--- config.mk ---
export PLATFORM = sky130hd
export DESIGN_NAME = temp_sensor_scratchpad_decoder_flat
export DESIGN_NICKNAME = d
export VERILOG_FILES = /design/src/rtl/core/tssd_pkg.sv /design/src/rtl/core/tssd_in_if.sv /design/src/rtl/core/tssd_out_if.sv /design/src/rtl/core/temp_sensor_scratchpad_decoder.sv /design/src/rtl/core/tssd_front.sv /design/src/rtl/core/tssd_queue.sv /design/src/rtl/core/tssd_back.sv /design/src/flat_wrapper.sv
export SDC_FILE = /design/constraint.sdc
export NUM_CORES = 1
export LEC_CHECK = 0
export BUFFER_PORTS_ARGS = -buffer_cell sky130_fd_sc_hd__buf_2
export CELL_PAD_IN_SITES_DETAIL_PLACEMENT = 2
export CELL_PAD_IN_SITES_GLOBAL_PLACEMENT = 2
export CORE_AREA = 8 8 151 153
export DETAILED_ROUTE_END_ITERATION = 12
export DIE_AREA = 0 0 159 161
export GPL_TIMING_DRIVEN = 0
export PLACE_DENSITY_LB_ADDON = 0.05
export SETUP_SLACK_MARGIN = 0.4
export SYNTH_ARGS = -nofsm -noshare
export SYNTH_HDL_FRONTEND = slang
export SYNTH_HIERARCHICAL = 1
export SYNTH_SLANG_ARGS = --single-unit
--- constraint.sdc ---
create_clock -name clk -period 9.1 [get_ports clk]
set_input_delay 2.275 -clock clk [delete_from_list [all_inputs] [get_ports clk]]
set_output_delay 2.275 -clock clk [all_outputs]
set_load 0.03 [all_outputs]
--- src/rtl/core/tssd_pkg.sv ---
// Shared types, constants and CRC function for the scratchpad decoder.
package tssd_pkg;

    localparam int FRAME_BYTES = 9;
    localparam int IDX_W       = $clog2(FRAME_BYTES);
    localparam int RAW_W       = 16;
    localparam int MC_W        = 18;
    localparam int PROD_W      = 23;
    localparam int MC_MIN      = -55000;
    localparam int MC_MAX      = 125000;
    localparam logic [7:0] CRC_POLY = 8'h8C;
    localparam logic [IDX_W-1:0] LAST_IDX = IDX_W'(FRAME_BYTES - 1);

    typedef enum logic [1:0] {
        STATUS_OK        = 2'd0,
        STATUS_CRC_ERR   = 2'd1,
        STATUS_RANGE_ERR = 2'd2
    } status_t;

    typedef struct packed {
        logic             crc_ok;
        logic [RAW_W-1:0] raw;
    } frame_t;

    function automatic logic [7:0] crc8_byte(input logic [7:0] crc_in,
                                             input logic [7:0] data);
        logic [7:0] crc;
        logic [7:0] d;
        logic       mix;
        crc = crc_in;
        d   = data;
        for (int i = 0; i < 8; i++)
        begin
            mix = crc[0] ^ d[0];
            crc = crc >> 1;
            if (mix)
            begin
                crc = crc ^ CRC_POLY;
            end
            d = d >> 1;
        end
        return crc;
    endfunction

endpackage

--- src/rtl/core/tssd_in_if.sv ---
// Input channel: one scratchpad byte per word.
interface tssd_in_if;
    logic       valid;
    logic       ready;
    logic [7:0] data_byte;
    logic       frame_start;

    modport source (output valid, output data_byte, output frame_start, input ready);
    modport sink   (input valid, input data_byte, input frame_start, output ready);
endinterface

--- src/rtl/core/tssd_out_if.sv ---
// Output channel: one decoded temperature per word.
interface tssd_out_if;
    logic                             valid;
    logic                             ready;
    logic signed [tssd_pkg::MC_W-1:0] milli_celsius;
    logic [1:0]                       status;

    modport source (output valid, output milli_celsius, output status, input ready);
    modport sink   (input valid, input milli_celsius, input status, output ready);
endinterface

--- src/rtl/core/temp_sensor_scratchpad_decoder.sv ---
// Temperature sensor scratchpad decoder, top level.
// Takes one scratchpad byte per cycle with no bubbles while the queue is not
// full; the front end updates the CRC-8 for each byte, and on the last byte
// of a frame (byte FRAME_BYTES-1, counted from frame_start or the previous
// frame end) hands the frame to a two-entry queue. The back end scales it,
// checks range and CRC, and presents the result from an output register, which
// takes the queue head when the output is free. Input ready drops only when
// the queue is full, i.e. when two finished frames wait behind a stalled output.
module temp_sensor_scratchpad_decoder (
    input  logic       clk,
    input  logic       rst_n,
    tssd_in_if.sink    scratchpad,
    tssd_out_if.source reading
);

    logic             push;
    logic             pop;
    logic             full;
    logic             not_empty;
    tssd_pkg::frame_t push_entry;
    tssd_pkg::frame_t head;

    tssd_front u_front (
        .clk        (clk),
        .rst_n      (rst_n),
        .scratchpad (scratchpad),
        .queue_full (full),
        .push       (push),
        .push_entry (push_entry)
    );

    tssd_queue u_queue (
        .clk        (clk),
        .rst_n      (rst_n),
        .push       (push),
        .push_entry (push_entry),
        .pop        (pop),
        .full       (full),
        .not_empty  (not_empty),
        .head       (head)
    );

    tssd_back u_back (
        .clk       (clk),
        .rst_n     (rst_n),
        .not_empty (not_empty),
        .head      (head),
        .pop       (pop),
        .result    (reading)
    );

endmodule

--- src/rtl/core/tssd_front.sv ---
// Front end: byte counting, CRC-8 accumulation and raw temperature capture.
module tssd_front (
    input  logic            clk,
    input  logic            rst_n,
    tssd_in_if.sink         scratchpad,
    input  logic            queue_full,
    output logic            push,
    output tssd_pkg::frame_t push_entry
);

    logic [tssd_pkg::IDX_W-1:0] idx_reg, idx_next, idx_eff;
    logic [7:0]                 crc_reg, crc_next, crc_eff;
    logic [tssd_pkg::RAW_W-1:0] raw_reg, raw_next;
    logic                       accept;
    logic                       last;

    assign scratchpad.ready = !queue_full;
    assign accept  = scratchpad.valid && scratchpad.ready;
    assign idx_eff = scratchpad.frame_start ? '0 : idx_reg;
    assign crc_eff = scratchpad.frame_start ? 8'd0 : crc_reg;
    assign last    = (idx_eff == tssd_pkg::LAST_IDX);

    assign push              = accept && last;
    assign push_entry.crc_ok = (scratchpad.data_byte == crc_eff);
    assign push_entry.raw    = raw_reg;

    always_comb
    begin
        idx_next = idx_reg;
        crc_next = crc_reg;
        raw_next = raw_reg;
        if (accept)
        begin
            if (last)
            begin
                idx_next = '0;
                crc_next = 8'd0;
            end
            else
            begin
                idx_next = idx_eff + 1'b1;
                crc_next = tssd_pkg::crc8_byte(crc_eff, scratchpad.data_byte);
                if (idx_eff == '0)
                begin
                    raw_next[7:0] = scratchpad.data_byte;
                end
                else if (idx_eff == tssd_pkg::IDX_W'(1))
                begin
                    raw_next[15:8] = scratchpad.data_byte;
                end
            end
        end
    end

    always_ff @(posedge clk or negedge rst_n)
    begin
        if (!rst_n)
        begin
            idx_reg <= '0;
            crc_reg <= 8'd0;
            raw_reg <= '0;
        end
        else
        begin
            idx_reg <= idx_next;
            crc_reg <= crc_next;
            raw_reg <= raw_next;
        end
    end

endmodule

--- src/rtl/core/tssd_queue.sv ---
// Two-entry queue of completed frames between front and back end.
module tssd_queue (
    input  logic             clk,
    input  logic             rst_n,
    input  logic             push,
    input  tssd_pkg::frame_t push_entry,
    input  logic             pop,
    output logic             full,
    output logic             not_empty,
    output tssd_pkg::frame_t head
);

    tssd_pkg::frame_t entry_reg [2];
    logic       wr_ptr_reg, wr_ptr_next;
    logic       rd_ptr_reg, rd_ptr_next;
    logic [1:0] count_reg, count_next;

    assign full      = (count_reg == 2'd2);
    assign not_empty = (count_reg != 2'd0);
    assign head      = entry_reg[rd_ptr_reg];

    always_comb
    begin
        wr_ptr_next = wr_ptr_reg ^ push;
        rd_ptr_next = rd_ptr_reg ^ pop;
        count_next  = count_reg + {1'b0, push} - {1'b0, pop};
    end

    always_ff @(posedge clk)
    begin
        if (push)
        begin
            entry_reg[wr_ptr_reg] <= push_entry;
        end
    end

    always_ff @(posedge clk or negedge rst_n)
    begin
        if (!rst_n)
        begin
            wr_ptr_reg <= 1'b0;
            rd_ptr_reg <= 1'b0;
            count_reg  <= 2'd0;
        end
        else
        begin
            wr_ptr_reg <= wr_ptr_next;
            rd_ptr_reg <= rd_ptr_next;
            count_reg  <= count_next;
        end
    end

endmodule

--- src/rtl/core/tssd_back.sv ---
// Back end: scaling to millidegrees, CRC and range status, and output register.
module tssd_back (
    input  logic             clk,
    input  logic             rst_n,
    input  logic             not_empty,
    input  tssd_pkg::frame_t head,
    output logic             pop,
    tssd_out_if.source       result
);

    logic                               valid_reg, valid_next;
    logic signed [tssd_pkg::MC_W-1:0]   mc_reg, mc_next;
    tssd_pkg::status_t                  status_reg, status_next;
    logic signed [tssd_pkg::PROD_W-1:0] prod, prod_adj;
    logic signed [tssd_pkg::PROD_W-2:0] mc_full;
    logic                               in_range;

    // raw*625/10 == raw*125/2, truncated toward zero
    assign prod     = $signed({{(tssd_pkg::PROD_W - tssd_pkg::RAW_W){head.raw[15]}}, head.raw})
                      * $signed(tssd_pkg::PROD_W'(125));
    assign prod_adj = prod + $signed({{(tssd_pkg::PROD_W - 1){1'b0}}, prod[tssd_pkg::PROD_W-1]});
    assign mc_full  = prod_adj[tssd_pkg::PROD_W-1:1];
    assign in_range = (mc_full >= tssd_pkg::MC_MIN) && (mc_full <= tssd_pkg::MC_MAX);

    assign pop = not_empty && (!valid_reg || result.ready);

    always_comb
    begin
        valid_next  = valid_reg;
        mc_next     = mc_reg;
        status_next = status_reg;
        if (pop)
        begin
            valid_next = 1'b1;
            if (!head.crc_ok)
            begin
                status_next = tssd_pkg::STATUS_CRC_ERR;
                mc_next     = '0;
            end
            else if (!in_range)
            begin
                status_next = tssd_pkg::STATUS_RANGE_ERR;
                mc_next     = '0;
            end
            else
            begin
                status_next = tssd_pkg::STATUS_OK;
                mc_next     = mc_full[tssd_pkg::MC_W-1:0];
            end
        end
        else if (result.ready)
        begin
            valid_next = 1'b0;
        end
    end

    always_ff @(posedge clk or negedge rst_n)
    begin
        if (!rst_n)
        begin
            valid_reg <= 1'b0;
        end
        else
        begin
            valid_reg <= valid_next;
        end
    end

    always_ff @(posedge clk)
    begin
        mc_reg     <= mc_next;
        status_reg <= status_next;
    end

    assign result.valid         = valid_reg;
    assign result.milli_celsius = mc_reg;
    assign result.status        = status_reg;

endmodule

--- src/flat_wrapper.sv ---
// flat-port wrapper written by rule: the top's interface ports become plain ports
module temp_sensor_scratchpad_decoder_flat 
  (clk, rst_n, scratchpad_valid, scratchpad_data_byte, scratchpad_frame_start, scratchpad_ready, reading_valid, reading_milli_celsius, reading_status, reading_ready);
  tssd_in_if scratchpad_i ();
  tssd_out_if reading_i ();
  input  logic clk;
  input  logic rst_n;
  input wire logic [$bits(scratchpad_i.valid)-1:0] scratchpad_valid;
  input wire logic [$bits(scratchpad_i.data_byte)-1:0] scratchpad_data_byte;
  input wire logic [$bits(scratchpad_i.frame_start)-1:0] scratchpad_frame_start;
  output wire logic [$bits(scratchpad_i.ready)-1:0] scratchpad_ready;
  output wire logic [$bits(reading_i.valid)-1:0] reading_valid;
  output wire logic [$bits(reading_i.milli_celsius)-1:0] reading_milli_celsius;
  output wire logic [$bits(reading_i.status)-1:0] reading_status;
  input wire logic [$bits(reading_i.ready)-1:0] reading_ready;
  assign scratchpad_i.valid = scratchpad_valid;
  assign scratchpad_i.data_byte = scratchpad_data_byte;
  assign scratchpad_i.frame_start = scratchpad_frame_start;
  assign scratchpad_ready = scratchpad_i.ready;
  assign reading_valid = reading_i.valid;
  assign reading_milli_celsius = reading_i.milli_celsius;
  assign reading_status = reading_i.status;
  assign reading_i.ready = reading_ready;
  temp_sensor_scratchpad_decoder u_core (.clk(clk), .rst_n(rst_n), .scratchpad(scratchpad_i), .reading(reading_i));
endmodule
==> run_results.csv <==
group,metric,value,unit
floorplan,fp.dieArea,0.0256,mm2
setup_path,path_max_fanout,12,
cts,cts_inserted_buffers,9,
floorplan,die_width,159,um
drt,wl,21700,um
synthesis,syn_area_per_cell,10.3,um2
final_layout,area_growth,10.4,%
place,place_congestion,0.815,
drt,drtIter0Drc,136,
final_layout,nets,997,
sta,clock_skew,0.0154,ns
sta,tns,0,ns
final_layout,nFillCells,2181,
synthesis,synth_warnings,6,
sta,timing.fmax,120,MHz
flow_run,cap_violations,0,
floorplan,io_pins,35,
setup_path,cp_slowest_cell,"or3_2",
floorplan,core,0.0206,mm2
final_layout,multi_input_area,0.00522,mm2
sta,slew_violations,0,
final_layout,diodes,0,
setup_path,worst-endpoint-arrival,8.52,ns
floorplan,rows,53,
synthesis,netlist_area,0.00836,mm2
synthesis,ys_seq_area_share,29.3,%
cts,clk_latency,0.36,ns
floorplan,die-height,161,um
cts,postCtsHoldBufs,0,
setup_path,start_kind,"flop",
synthesis,synth_fp_nets,953,
setup_path,setup.worst_path.start,"u_core/u_queue/rd_ptr_reg",
cts,clockBufferDepth,2,
setup_path,r2r_start,"u_core/u_queue/rd_ptr_reg",
global_route,grt_pass1_wl,36600,um
hold_path,min_path_type,"reg2reg",
drt,avgViaCountPerCell,5.33,
sta,rsz0062_at_grt,"yes",
drt,drcViolationCount,0,
synthesis,synthDistinctLibCells,86,
drt,via_count,6064,
sta,hold_viol,0,
cts,cts_tree,"yes",
drt,drtPass1Iterations,4,
drt,routedWlPerCell,19.1,um
cts,clkSlewWorstSetupHoldPaths,0.07,ns
setup_path,required,9.27,ns
final_layout,drive_gt1_share,16.2,%
final_layout,fin_area,0.00924,mm2
synthesis,synth_flop_cell,"edfxtp_1",
sta,fin_crit,8.35,ns
place,place_area,0.00887,mm2
sta,tightest_slew,1.11,ns
place,portBuffers,32,
sta,relSlewSlack,26.3,%
synthesis,synth-seq-cells,87,
final_layout,seqCellArea,0.00245,mm2
cts,htreeDepth,3,
sta,setup_violations,0,
sta,period_share,91.8,%
floorplan,start_util,40.7,%
global_route,grt_pass1_vias,7078,
setup_path,crit_type,"reg2reg",
drt,ant_nets,0,
global_route,grt_overflow,0,
synthesis,postSynth.asyncResetShare,37.9,%
setup_path,critPathMaxStageDelay,0.56,ns
global_route,antenna_found_initial,0,
synthesis,synth_edf_count,54,
final_layout,largest_reg_flops,34,
hold_path,hold_path.startpoint,"u_core/u_front/raw_reg[6]",
global_route,grt_max_degree,34,
cts,root_buffer,"clkbuf_16",
place,dp_hpwl,17900,um
synthesis,netlist_instances,813,
cts,clock_sinks,87,
run_status,run_status,"finished clean",
setup_path,crit_path_end_kind,"flop",
global_route,track_usage,17.6,%
layout by cell type, fill, tap and decap left out, drive strengths merged, types with 12 or more instances in the layout:
| cell | instances |
|---|---|
| dfrtp | 33 |
| clkbuf | 20 |
| ha | 70 |
| inv | 163 |
| nor2b | 13 |
| buf | 44 |
| o21ai | 22 |
| a21o | 12 |
| edfxtp | 54 |
| fa | 57 |
| xor2 | 23 |
| nand3 | 18 |
| nor2 | 25 |
| mux2 | 34 |
| nor3 | 17 |
| nand2 | 38 |
| xnor2 | 41 |
| a21oi | 27 |
metrics by stage:
stage | std cells | hold WS, ns | utilization (%) | setup WS [ns]
2_1_floorplan | 813 | 0.437 | - | 1.41
3_3_place_gp | 1120 | 0.444 | 43.1 | 0.212
3_5_place_dp | 1120 | 0.457 | 43.1 | -0.0444
4_1_cts | 1136 | 0.481 | 44.7 | 0.405
5_1_grt | 1137 | 0.493 | 44.9 | 0.381
6_report | 1137 | 0.478 | 44.9 | 0.746
metal layers:
| layer | wire (um) | part of all wire [%] | track usage [%] | vias up |
|---|---|---|---|---|
| met5 | 0 | 0 | 0 | - |
| met4 | 404 | 1.9 | 5.15 | 0 |
| met3 | 437 | 2.0 | 2.49 | 26 |
| met2 | 12100 | 56 | 34.4 | 70 |
| met1 | 8690 | 40 | 19.2 | 3112 |
| li1 | - | - | - | 2856 |
kinds of logic after synthesis:
family | Yosys count | synth area share [%]
AO/OA/AOI/OAI | 138 | 12.7
XOR/XNOR | 68 | 8.29
adder cells (fa/ha/maj) | 127 | 24.1
buffers and inverters | 182 | 8.87
flip-flops | 87 | 29.3
multiplexers | 36 | 5.22
AND/OR/NAND/NOR | 175 | 11.5
final timing paths:
kind,end,slack (ns),depth (start not counted)
max,u_core/u_back/result.milli_celsius[0],0.75,29
min,u_core/u_queue/entry_reg[1][6],0.48,0
max reg2reg,u_core/u_back/result.milli_celsius[0],0.75,29
min reg2reg,u_core/u_queue/entry_reg[1][6],0.48,0
max in group asynchronous,u_core/u_queue/count_reg[1],6.57,1
min in group asynchronous,u_core/u_front/idx_reg[0],1.99,1
synthesized netlist by cell type (4+ instances only):
cell | n | share of area [%]
buf_2 | 4 | 0.24
nor2b_1 | 11 | 0.82
a31oi_1 | 4 | 0.30
and3_1 | 7 | 0.52
nor4_1 | 4 | 0.30
nand2b_1 | 6 | 0.45
xor2_1 | 23 | 2.4
buf_6 | 4 | 0.54
or3_1 | 6 | 0.45
mux2_4 | 9 | 1.6
or2_2 | 5 | 0.37
clkbuf_1 | 11 | 0.49
a21boi_0 | 5 | 0.45
dfrtp_1 | 33 | 9.9
xnor2_1 | 37 | 3.9
and4_1 | 4 | 0.42
inv_1 | 160 | 7.2
nand4_1 | 5 | 0.37
and2_1 | 7 | 0.52
edfxtp_1 | 54 | 19
or4_1 | 4 | 0.36
nand3_1 | 18 | 1.1
ha_1 | 70 | 10
nor2_1 | 25 | 1.1
a21oi_2 | 8 | 0.84
o211ai_1 | 9 | 0.81
a21oi_1 | 19 | 1.1
a211oi_1 | 6 | 0.54
mux2_2 | 25 | 3.4
o21ai_0 | 20 | 1.2
a21o_1 | 12 | 1.1
fa_1 | 57 | 14
nand2_1 | 38 | 1.7
nor3_1 | 17 | 1.0
o21a_1 | 5 | 0.45
area by class of cell:
type	count	area share, %
buffer	22	1.60
clock buffer	9	2.44
clock inverter	7	0.908
inverter	160	6.54
multi-input combinational	544	56.5
sequential	87	26.5
tap	275	3.73
timing repair buffer	33	1.82
repair_timing:
item                                    in CTS  in global routing
endpoints found under the setup margin      19                 19
pin swaps                                    0                  2
setup buffers                                0                  1
gates resized for setup                      6                 11
worst max-delay path, delay by kind of cell, from the launching register on:
kind / cells / cell delay, ns
adder cells (fa/ha/maj): 6 / 2.52
AO/OA/AOI/OAI: 9 / 2.37
AND/OR/NAND/NOR: 5 / 1.50
buffers and inverters: 8 / 1.00
multiplexers: 1 / 0.39
flip-flops: 1 / 0.38
Power is not shown: default switching activity piles up to over one toggle a cycle in this logic, so the estimate is an artifact.
